$ cat src/rtl/safc_pkg.sv
// Package for the set-associative FIFO cache: geometry constants, commands and shared types.
// No dependencies.
package safc_pkg;
	localparam int BLOCK_BYTES = 32;
	localparam int SETS = 16;
	localparam int WAYS = 4;
	localparam int ADDR_BITS = 16;
	localparam int OFF_BITS = $clog2(BLOCK_BYTES);
	localparam int IDX_BITS = (SETS > 1) ? $clog2(SETS) : 1;
	localparam int TAG_BITS = ADDR_BITS - OFF_BITS - $clog2(SETS);
	localparam int WAY_BITS = (WAYS > 1) ? $clog2(WAYS) : 1;
	localparam int LINES = SETS * WAYS;
	localparam int LINE_BITS = $clog2(LINES);
	localparam int BYTE_ADDR_BITS = LINE_BITS + OFF_BITS;
	localparam int MEM_DEPTH = 1 << ADDR_BITS;
	localparam logic CMD_READ = 1'b0;
	localparam logic CMD_WRITE = 1'b1;
	localparam logic [6:0] RATE_MAX = 7'd100;

	typedef struct packed {
		logic [0:0] command;
		logic [15:0] address;
		logic [7:0] value;
	} req_t;

	typedef struct packed {
		logic [7:0] data;
		logic hit;
		logic [6:0] miss_rate;
	} rsp_t;

	// Request from the controller to the rate divider.
	typedef struct packed {
		logic start;
		logic [31:0] misses;
		logic [31:0] accesses;
	} div_req_t;
endpackage

$ cat src/rtl/safc_rate_div.sv
// Iterative miss-rate divider: (misses*100)/accesses, saturated to 100, one quotient bit a cycle.
// Depends on safc_pkg.
module safc_rate_div (
	input logic clk,
	input logic arst_n,
	input safc_pkg::div_req_t req,
	output logic done,
	output logic [6:0] rate
);
	logic [39:0] num_q;
	logic [31:0] den_q;
	logic [32:0] rem_q;
	logic [6:0] cnt_q;
	logic busy_q;
	logic [39:0] quo_q;
	logic [32:0] trial;
	logic [33:0] sub;

	assign trial = {rem_q[31:0], num_q[39]};
	assign sub = {1'b0, trial} - {2'b0, den_q};

	always_ff @(posedge clk or negedge arst_n) begin
		if (!arst_n) begin
			busy_q <= 1'b0;
			done <= 1'b0;
			cnt_q <= '0;
		end else begin
			done <= 1'b0;
			if (req.start) begin
				busy_q <= 1'b1;
				cnt_q <= 7'd40;
			end else if (busy_q) begin
				cnt_q <= cnt_q - 7'd1;
				if (cnt_q == 7'd1) begin
					busy_q <= 1'b0;
					done <= 1'b1;
				end
			end
		end
	end

	always_ff @(posedge clk) begin
		if (req.start) begin
			num_q <= {8'b0, req.misses} * 40'd100;
			den_q <= req.accesses;
			rem_q <= '0;
			quo_q <= '0;
		end else if (busy_q) begin
			num_q <= {num_q[38:0], 1'b0};
			if (!sub[33]) begin
				rem_q <= sub[32:0];
				quo_q <= {quo_q[38:0], 1'b1};
			end else begin
				rem_q <= trial;
				quo_q <= {quo_q[38:0], 1'b0};
			end
		end
	end

	always_comb begin
		if (den_q == 32'd0) rate = 7'd0;
		else if (quo_q > 40'd100) rate = safc_pkg::RATE_MAX;
		else rate = quo_q[6:0];
	end
endmodule

$ cat config.mk
export PLATFORM = sky130hd
export DESIGN_NAME = safc_rate_div
export DESIGN_NICKNAME = d
export VERILOG_FILES = /design/src/rtl/safc_pkg.sv /design/src/rtl/safc_rate_div.sv
export SDC_FILE = /design/constraint.sdc
export NUM_CORES = 1
export LEC_CHECK = 0
export ABC_AREA = 1
export BUFFER_PORTS_ARGS = -buffer_cell sky130_fd_sc_hd__buf_2
export CAP_MARGIN = 5
export CELL_PAD_IN_SITES_DETAIL_PLACEMENT = 1
export CELL_PAD_IN_SITES_GLOBAL_PLACEMENT = 1
export CORE_MARGIN = 5
export CORE_UTILIZATION = 46
export CTS_CLUSTER_DIAMETER = 50
export DETAILED_ROUTE_END_ITERATION = 10
export GPL_TIMING_DRIVEN = 0
export HOLD_SLACK_MARGIN = 0.05
export PLACE_DENSITY = 0.85
export SKIP_CTS_REPAIR_TIMING = 1
export SKIP_LAST_GASP = 1
export SYNTH_ARGS = -nofsm -noshare
export SYNTH_HDL_FRONTEND = slang
export SYNTH_SLANG_ARGS = --single-unit
$ cat constraint.sdc
create_clock -name clk -period 2.98 [get_ports clk]
set_input_delay 0.894 -clock clk [delete_from_list [all_inputs] [get_ports clk]]
set_output_delay 0.894 -clock clk [all_outputs]
set_load 0.1 [all_outputs]
==> results of run 1 <==
## placed cells by master (no fill, tap or decap), types with 24 or more instances in the layout
cell type  count
nand2_1      393
dfxtp_1       73
inv_1        318
nand3_1       87
nand2_4       44
nand4_1       48
nand3_2       43
nor2_1        56
inv_2         60
o22ai_1       39
buf_6         27
a21oi_4       24
buf_2         52
ha_1          56
edfxtp_1      69
nor2_4        26
fa_1          27
ha_4          78
buf_4         52
nand2_2       48
a21oi_1       25
## power by group through the flow
stage	clock network, W	logic [W]	registers [W]
6_report	0.00236	0.00505	0.00260
5_1_grt	0.00242	0.00525	0.00261
4_1_cts	0.00230	0.00309	0.00256
3_5_place_dp	0	0.00305	0.00259
3_3_place_gp	0	0.00292	0.00258
2_1_floorplan	0	0.00230	0.00256
## area by class of cell
class,instances,share of cell area [%]
clock inverter,15,1.18
antenna,1,0.0146
sequential,151,22.0
inverter,381,8.38
buffer,35,1.02
timing repair buffer,134,6.59
clock buffer,17,2.49
tap,341,2.50
multi-input combinational,1178,55.8
## path summary, 6_finish.rpt
| path | depth (start not counted) | startpoint | endpoint |
|---|---|---|---|
| setup / recovery | 17 | req[45] | num_q[28] |
| hold / removal | 1 | arst_n | cnt_q[0] |
| max in group asynchronous | 1 | arst_n | busy_q |
| min in group clk | 2 | rem_q[10] | rem_q[10] |
| setup reg to reg | 13 | den_q[0] | rem_q[28] |
| hold reg to reg | 2 | rem_q[10] | rem_q[10] |
## through the flow
| step | total power, W | util [%] | setup TNS, ps |
|---|---|---|---|
| CTS | 0.00794 | 55.8 | -11490 |
| detailed placement | 0.00565 | 53.4 | -43640 |
| finish | 0.0100 | 63.8 | -11420 |
| global route | 0.0103 | 63.8 | -13320 |
| global placement | 0.00550 | 53.4 | -89450 |
| floorplan | 0.00487 | - | -4780 |
## flip-flops by register name, indices dropped and copies added, names as in the netlist
register	cells
quo_q	40
num_q	38
den_q	32
rem_q	32
cnt_q	7
busy_q	1
done	1
## cell usage after synthesis, types with 4 or more instances
| cell | number | area, sq um |
|---|---|---|
| a21oi_1 | 60 | 300 |
| a31oi_1 | 7 | 43.8 |
| buf_1 | 4 | 15.0 |
| buf_2 | 9 | 45.0 |
| clkbuf_1 | 17 | 63.8 |
| dfrtp_1 | 9 | 225 |
| dfxtp_1 | 73 | 1460 |
| edfxtp_1 | 69 | 2070 |
| fa_1 | 28 | 561 |
| ha_1 | 134 | 1680 |
| inv_1 | 370 | 1390 |
| inv_2 | 9 | 33.8 |
| nand2_1 | 477 | 1790 |
| nand2_2 | 8 | 50.1 |
| nand3_1 | 113 | 566 |
| nand3_2 | 21 | 210 |
| nand3b_1 | 12 | 90.1 |
| nand4_1 | 48 | 300 |
| nor2_1 | 94 | 353 |
| nor2_2 | 5 | 31.3 |
| nor3_1 | 20 | 100 |
| nor4_1 | 16 | 100 |
| o21a_1 | 4 | 30.0 |
| o21ai_0 | 46 | 230 |
| o22ai_1 | 39 | 244 |
| or2_2 | 4 | 25.0 |
| xnor2_1 | 10 | 87.6 |
| xor2_1 | 16 | 140 |
## critical path, cell delays in order
cell     delay [ps]
buf_8           110
ha_4            250
ha_4            260
inv_2            40
fa_1            540
inv_2            70
ha_4            380
nand2_4         120
buf_4           160
nor2_4          170
nand3_2         120
nand2_4         150
nand2_1         140
nand2_1         110
nand2_1          80
nand3_1          90
nand2_1          90
## kinds of logic after synthesis
group,after synthesis,share of synthesized area [%]
buf+inv,416,12.9
fa+ha+maj,162,18.0
flops,151,30.2
xor+xnor,26,1.83
compound gates,164,7.37
simple gates,826,29.7
## layer usage
metal / vias to the layer above / share of wire, % / global-route usage (%)
li1: 5907 / - / -
met1: 6654 / 36 / 28.9
met2: 772 / 51 / 48.4
met3: 295 / 5.7 / 2.83
met4: 2 / 7.2 / 10.1
met5: - / 0.033 / 0
==> reports/metrics.yaml, run 1 <==
status:
  status: "finished with violations"
  failed_checks: "setup timing"
clocking:
  htree_levels: 4
  cts_tree: "yes"
  root_buffer: "clkbuf_16"
  path_clk_slew_ps: 80
  cts_sinks: 151
  clock_path_buffers: 2
  clock_latency_ps: 460
  cts_buffers: 17
logic_synthesis:
  synth_edf_count: 69
  yosys_warnings: 0
  syn_avg_cell_area_sq_um: 7.12
  synth_nets: 1974
  syn_inst: 1745
  ys_seq_area_share_pct: 30.2
  synth_ff_type: "dfxtp_1"
  syn_area_sq_um: 12400
  ys_async_sr_fraction_pct: 5.96
  synth-seq-cells: 151
  yosysUniqueCellTypes: 41
die:
  ios: 75
  num_rows: 60
  die_x_microns: 174
  core_sq_um: 26800
  die_h_microns: 174
  dieArea_sq_um: 30400
  start_util_pct: 46.4
route:
  post_drt_wl_per_cell_microns: 25.6
  postRouteAntennaNets: 0
  drc: 0
  dr.first_iter.drc_count: 1156
  via_count: 13600
  dr.pass1.iters: 8
  finalWirelength_microns: 57700
  routed_via_density: 6.05
setup_path:
  crit_type: "primary input to flop"
  end_kind: "flop"
  critical_path_required_ps: 3180
  worstSetupStartpointType: "primary input"
  arrival_ps: 3780
  path_max_fanout: 4
  reg2reg_setup_slack_ps: 430
power:
  p_clk_share_pct: 23.6
  total_leakage_power_nw: 8.11
  power_frac_comb_pct: 50.4
  cellPowerDensity_nw_per_um2: 586
  switching_power_w: 0.00442
  ir_worst_vdd_uv: 433
  swShare_pct: 44.1
  cell_internal_pwr_w: 0.00560
  p_seq_share_pct: 26.0
timing:
  worst_hold_slack_ps: 295
  min_period_ps: 3580
  skew_ps: 25.6
  slew_headroom_pct: 38.8
  worst_slew_pin_slew_ps: 919
  worst_slack_ps: -600
  rsz0062_at_grt: "yes"
  setup_violations: 36
  finalHoldViolCount: 0
  min_period_over_period_pct: 120
  drv_slew: 0
  fmax_mhz: 279
cells_and_area:
  area_growth_pct: 37.5
  nets: 2127
  fill_cells: 3129
  multi_input_area_sq_um: 9540
  regArea_sq_um: 3760
  stdcell_count: 2253
  final_cell_area_sq_um: 17100
  layout-drive-gt1-share_pct: 31.0
placed_design:
  hpwl_microns: 31000
  placed_cells: 2161
  place.gp.congestion: 0.939
  place_ws_ps: -845
  placed_area_sq_um: 14300
  portBuffers: 74
global_routing:
  grt_start_max_net_pins: 36
  grt_pass1_wl_microns: 63400
  grt_pass1_vias: 12900
  grt_use_total_pct: 25.5
  antenna_found_initial: 2
  grt_overflow: 0
job:
  maxCapViolCount: 0
min_path:
  min_path_type: "primary input to asynchronous set/reset pin"
Power figures use the tool's default switching activity.
==> inputs of run 2 (changes only) <==
--- a/config.mk
+++ b/config.mk
@@ -10,7 +10,7 @@
 export CAP_MARGIN = 5
 export CELL_PAD_IN_SITES_DETAIL_PLACEMENT = 1
 export CELL_PAD_IN_SITES_GLOBAL_PLACEMENT = 1
-export CORE_MARGIN = 5
+export CORE_MARGIN = 8
 export CORE_UTILIZATION = 46
 export CTS_CLUSTER_DIAMETER = 50
 export DETAILED_ROUTE_END_ITERATION = 10
==> run 2 against run 1 <==
Effect of this change:
- the run still ends with setup timing left
- first-iteration DRC count down 7.2%
- die area up 7.0%
- final cell count about the same
==> reports/metrics.yaml, run 2 (synthesis results as in run 1) <==
status:
  status: "finished with violations"
  failed_checks: "setup timing"
placed_design:
  hpwl_microns: 32200  # +3.7%
  placed_cells: 2161  # unchanged
  place.gp.congestion: 0.949  # +1.1%
  place_ws_ps: -941  # -95.7 ps
  portBuffers: 74  # unchanged
power:
  cell_internal_pwr_w: 0.00559  # -0.25%
  ir_worst_vdd_uv: 375  # -13%
  cellPowerDensity_nw_per_um2: 590  # +0.65%
  p_clk_share_pct: 23.7  # about the same
  power_frac_comb_pct: 50.2  # -0.2 points
  total_leakage_power_nw: 8.08  # -0.42%
  switching_power_w: 0.00442  # about the same
  p_seq_share_pct: 26.1  # about the same
  swShare_pct: 44.2  # +0.074 points
route:
  top_layer: "met4"
  wl_met3_microns: 3550  # +8.0%
  route.met2.wl_microns: 29900  # +1.1%
  routed_via_density: 6.05  # about the same
  dr.first_iter.drc_count: 1073  # -7.2%
  via_count: 13600  # -0.095%
  route.layer.met1.wl_microns: 20700  # about the same
  finalWirelength_microns: 59000  # +2.3%
  post_drt_wl_per_cell_microns: 26.2  # +2.4%
  drc: 0  # unchanged
  postRouteAntennaNets: 0  # unchanged
  dr.pass1.iters: 6  # -2
cells_and_area:
  final_core_util_pct: 63.5  # -0.31 points
  nets: 2126  # -0.047%
  regArea_sq_um: 3760  # unchanged
  area_growth_pct: 36.5
  multi_input_area_sq_um: 9410  # -1.4%
  top_register: "quo_q"
  fill_cells: 3141  # +0.38%
  top_regs: "quo_q x40, num_q x38"
  stdcell_count: 2251  # -0.089%
  final_common_cell: "nand2_1"
  num_antenna_cells: 0  # -1
  final_cell_mix: "nand2_1, inv_1, nand3_1"
  layout-drive-gt1-share_pct: 30.2  # -0.77 points
  largest_register_ffs: 40  # unchanged
timing:
  min_period_ps: 3530  # -47.2 ps
  rsz0062_at_grt: "yes"
  setup_violations: 65  # +81%
  worst_hold_slack_ps: 306  # +10.1 ps
  setup_tns_ps: -14320  # -2900 ps
  fmax_mhz: 283  # +1.3%
  worst_slew_pin_slew_ps: 958  # +39.5 ps
  skew_ps: 12.2  # -13.4 ps
  drv_slew: 0  # unchanged
  slew_headroom_pct: 36.1  # -2.6 points
  worst_slack_ps: -553  # +47.2 ps
  finalHoldViolCount: 0  # unchanged
  min_period_over_period_pct: 119  # -1.6 points
setup_path:
  worstSetupStartpointType: "primary input"
  arrival_ps: 3750  # -30 ps
  rr_worst_depth: 5  # -8
  path_cells: "buf_6 > ha_4 > ha_4 > inv_2 > fa_1 > inv_2 > ha_4 > nand2_4 > nor2_4 > buf_12 > nand3_4 > nand2_4 > buf_4 > nand2_1 > a31oi_1"
  worst_r2r_endpoint: "quo_q[8]"
  crit_path_start: "req[45]"
  reg2reg_setup_slack_ps: 450  # +20 ps
  rr_startpoint: "busy_q"
  path_max_fanout: 4  # unchanged
  end_kind: "flop"
  cp_common_cell: "ha_4"
  cpPeakStageDelay_ps: 560  # +20 ps
  critical_path_required_ps: 3200  # +20 ps
  crit_type: "primary input to flop"
  cpMaxStageDelayCell: "fa_1"
global_routing:
  antenna_found_initial: 0  # -2
  grt_pass1_wl_microns: 65100  # +2.8%
  grt_overflow: 0  # unchanged
  grt_use_total_pct: 24.4  # -1.1 points
  grt_pass1_vias: 13000  # +0.67%
  grt_start_max_net_pins: 36  # unchanged
clocking:
  cts_tree: "yes"
  cts_buffers: 17  # unchanged
  htree_levels: 4  # unchanged
  clock_path_buffers: 2  # unchanged
  path_clk_slew_ps: 80  # about the same
  clock_latency_ps: 450  # about the same
  cts_sinks: 151  # unchanged
  root_buffer: "clkbuf_16"
die:
  die_h_microns: 180  # +3.4%
  core_sq_um: 26700  # -0.28%
  die_x_microns: 180  # +3.4%
  start_util_pct: 46.5  # +0.13 points
  ios: 75  # unchanged
  num_rows: 60  # unchanged
  dieArea_sq_um: 32500  # +7.0%
min_path:
  min_path_type: "primary input to asynchronous set/reset pin"
job:
  maxCapViolCount: 0  # unchanged
## run 2: per-layer routing
layer / vias to the layer above / global-route usage [%]
met4: 0 / 9.23
li1: 5900 / -
met5: - / 0
met3: 328 / 3.06
met1: 6655 / 26.4
met2: 734 / 47.6
## run 2: power by group through the flow
stage | Clock [W] | Sequential, W | Combinational [W]
2_1_floorplan | 0 | 0.00256 | 0.00230
3_3_place_gp | 0 | 0.00258 | 0.00292
3_5_place_dp | 0 | 0.00260 | 0.00307
4_1_cts | 0.00229 | 0.00256 | 0.00310
5_1_grt | 0.00243 | 0.00262 | 0.00521
6_report | 0.00237 | 0.00261 | 0.00502
## run 2: area by class of cell
type / instances / share of cell area (%)
inverters: 381 / 8.46
well taps: 341 / 2.52
flip-flops and latches: 151 / 22.2
repair buffers: 133 / 6.68
clock inverters: 15 / 1.19
plain buffers: 35 / 1.03
clock buffers: 17 / 2.51
multi-input cells: 1178 / 55.5
## run 2: worst max path at each step
stage / end / cells past startpoint
5_1_grt: num_q[21] / 15
2_1_floorplan: num_q[31] / 16
3_3_place_gp: num_q[2] / 4
3_5_place_dp: num_q[22] / 13
6_report: num_q[21] / 15
4_1_cts: rate[2] / 9
## run 2: stage by stage
stage               cell area [sq um]  total power [W]
floorplan                       13500          0.00487
global placement                14300          0.00550
detailed placement              14300          0.00567
CTS                             15000          0.00796
global route                    17000           0.0103
finish                          17000           0.0100
## run 2: critical path, delay by kind of cell
kind	cells	cell delay, ps
adders and majority gates	4	1410
and+or+nand+nor	5	630
AOI/OAI and AO/OA	1	320
buffers and inverters	5	500
==> inputs of run 3 (changes only) <==
--- a/config.mk
+++ b/config.mk
@@ -11,12 +11,12 @@
 export CELL_PAD_IN_SITES_DETAIL_PLACEMENT = 1
 export CELL_PAD_IN_SITES_GLOBAL_PLACEMENT = 1
 export CORE_MARGIN = 8
-export CORE_UTILIZATION = 46
+export CORE_UTILIZATION = 41
 export CTS_CLUSTER_DIAMETER = 50
 export DETAILED_ROUTE_END_ITERATION = 10
 export GPL_TIMING_DRIVEN = 0
 export HOLD_SLACK_MARGIN = 0.05
-export PLACE_DENSITY = 0.85
+export PLACE_DENSITY = 0.8
 export SKIP_CTS_REPAIR_TIMING = 1
 export SKIP_LAST_GASP = 1
 export SYNTH_ARGS = -nofsm -noshare
==> constraint.sdc (replaced) <==
create_clock -name clk -period 3.2 [get_ports clk]
set_input_delay 0.96 -clock clk [delete_from_list [all_inputs] [get_ports clk]]
set_output_delay 0.96 -clock clk [all_outputs]
set_load 0.1 [all_outputs]
==> run 3 against run 2 <==
Effect of this change:
- utilization down 7.6 points
- power fell by 15%
- the run still ends with setup timing left
- first-iteration DRC count fell by 37%
- worst setup slack better by 340 ps
- largest power group unchanged
==> reports/metrics.yaml, run 3 (synthesis results as in run 1) <==
cells_and_area:
  final_common_cell: "nand2_1"
  final_cell_mix: "nand2_1, inv_1, nand3_1"
  layout-drive-gt1-share_pct: 28.8  # -1.4 points
  final_cell_area_sq_um: 16600  # -2.1%
  largest_register_ffs: 40  # unchanged
  nets: 2114  # -0.56%
  top_register: "quo_q"
  stdcell_count: 2289  # +1.7%
  fill_cells: 3559  # +13%
  top_regs: "quo_q x40, num_q x38"
  area_growth_pct: 33.5
  multi_input_area_sq_um: 9190  # -2.3%
  regArea_sq_um: 3760  # unchanged
  final_core_util_pct: 55.8  # -7.6 points
setup_path:
  critical_path_required_ps: 3390  # +190 ps
  reg2reg_setup_slack_ps: 800  # +350 ps
  critPathTopFamily: "adder cells"
  end_kind: "flop"
  worst_r2r_endpoint: "rem_q[28]"
  cp_common_cell: "nand2_1"
  cpMaxStageDelayCell: "fa_1"
  path_max_fanout: 5  # +1
  cp.depth: 15  # unchanged
  arrival_ps: 3600  # -150 ps
  cpPeakStageDelay_ps: 530  # -30 ps
  crit_type: "primary input to flop"
  path_cells: "buf_2 > ha_4 > ha_1 > inv_1 > fa_1 > inv_2 > ha_4 > nand2_4 > nor2_4 > nand2_2 > nand3b_1 > nand2_1 > nand2_1 > nand3_2 > nand2_1"
  rr_startpoint: "den_q[0]"
  worstSetupStartpointType: "primary input"
  rr_worst_depth: 13  # +8
  crit_path_start: "req[53]"
  crit_buf_inv: 3  # -2
  endpoint: "num_q[32]"
power:
  switching_power_w: 0.00351  # -21%
  cellPowerDensity_nw_per_um2: 513  # -13%
  swShare_pct: 41.2  # -2.9 points
  total_leakage_power_nw: 7.94  # -1.7%
  power_frac_comb_pct: 46.9  # -3.3 points
  p_clk_share_pct: 25.1  # +1.4 points
  cell_internal_pwr_w: 0.00500  # -10%
  p_seq_share_pct: 28.1  # +2.0 points
  ir_worst_vdd_uv: 326  # -13%
route:
  postRouteAntennaNets: 0  # unchanged
  dr.first_iter.drc_count: 678  # -37%
  dr.pass1.iters: 5  # -1
  post_drt_wl_per_cell_microns: 19.3  # -26%
  routed_via_density: 5.33  # -12%
  drc: 0  # unchanged
  finalWirelength_microns: 44200  # -25%
  via_count: 12200  # -10%
clocking:
  clock_latency_ps: 440  # about the same
  root_buffer: "clkbuf_16"
  htree_levels: 4  # unchanged
  path_clk_slew_ps: 80  # about the same
  cts_sinks: 151  # unchanged
  clock_path_buffers: 2  # unchanged
  cts_tree: "yes"
  cts_buffers: 17  # unchanged
global_routing:
  grt_pass1_vias: 12600  # -3.0%
  grt_start_max_net_pins: 38  # +5.6%
  antenna_found_initial: 1  # +1
  grt_pass1_wl_microns: 63200  # -3.0%
  grt_overflow: 0  # unchanged
  grt_use_total_pct: 21.5  # -2.9 points
placed_design:
  placed_cells: 2210  # +2.3%
  place_ws_ps: -689  # +252 ps
  portBuffers: 74  # unchanged
  hpwl_microns: 31500  # -2.1%
  placed_area_sq_um: 14500  # +0.95%
  place.gp.congestion: 0.945  # -0.41%
job:
  maxCapViolCount: 0  # unchanged
timing:
  skew_ps: 11.7  # -0.475 ps
  drv_slew: 0  # unchanged
  setup_tns_ps: -2010  # +12310 ps
  fmax_mhz: 293
  min_period_over_period_pct: 107
  worst_slew_pin_slew_ps: 940  # -17.7 ps
  setup_violations: 18  # -72%
  min_period_ps: 3410
  slew_headroom_pct: 37.3  # +1.2 points
  rsz0062_at_grt: "yes"
  worst_slack_ps: -211  # +342 ps
  finalHoldViolCount: 0  # unchanged
die:
  die_x_microns: 190  # +5.4%
  start_util_pct: 41.8  # -4.7 points
  dieArea_sq_um: 36100  # +11%
  ios: 75  # unchanged
  die_h_microns: 190  # +5.4%
  core_sq_um: 29700  # +11%
  num_rows: 63  # +5.0%
status:
  status: "finished with violations"
  failed_checks: "setup timing"
min_path:
  min_path_type: "primary input to asynchronous set/reset pin"
run 3: layout make-up:
| type | count | area share [%] |
|---|---|---|
| flip-flops and latches | 151 | 22.6 |
| repair buffers | 121 | 5.65 |
| diodes | 1 | 0.0151 |
| clock inverters | 14 | 0.980 |
| plain buffers | 35 | 1.05 |
| well taps | 390 | 2.94 |
| clock buffers | 18 | 2.71 |
| multi-input cells | 1178 | 55.4 |
| inverters | 381 | 8.65 |
run 3: worst reg2reg max path: stages, from the launching register on:
cell      delay (ps)
edfxtp_1         470
ha_1             260
fa_1             470
nor2_1           180
o21ai_0          110
nand2_1          200
nand2_1           80
nand2_1          100
nand2_1          110
nand2_1           80
nand2_1           50
nand2_1           90
nand3_2           60
nand2_1           70
run 3: how the worst min path moves through the flow:
stage / start / end / slack (ps)
after floorplan: num_q[38] / num_q[39] / 420
after global placement: num_q[38] / num_q[39] / 430
after detailed placement: num_q[38] / num_q[39] / 450
after CTS: arst_n / cnt_q[6] / 350
after global routing: arst_n / cnt_q[5] / 360
final: arst_n / cnt_q[6] / 360
run 3: power by group through the flow:
stage	Sequential, W	Clock, W	Combinational, W
2_1_floorplan	0.00239	0	0.00217
3_3_place_gp	0.00241	0	0.00275
3_5_place_dp	0.00241	0	0.00287
4_1_cts	0.00238	0.00216	0.00289
5_1_grt	0.00241	0.00223	0.00426
6_report	0.00239	0.00213	0.00399
run 3: metrics by stage:
stage	hold WS, ps	total power [W]
2_1_floorplan	422	0.00456
3_3_place_gp	428	0.00516
3_5_place_dp	446	0.00528
4_1_cts	353	0.00742
5_1_grt	356	0.00890
6_report	358	0.00852
run 3: per-layer routing:
metal | wire length [microns] | global-route usage (%)
met1 | 18500 | 26.7
met3 | 1530 | 2.45
met2 | 22700 | 38.9
met5 | 0 | 0
met4 | 1450 | 5.65
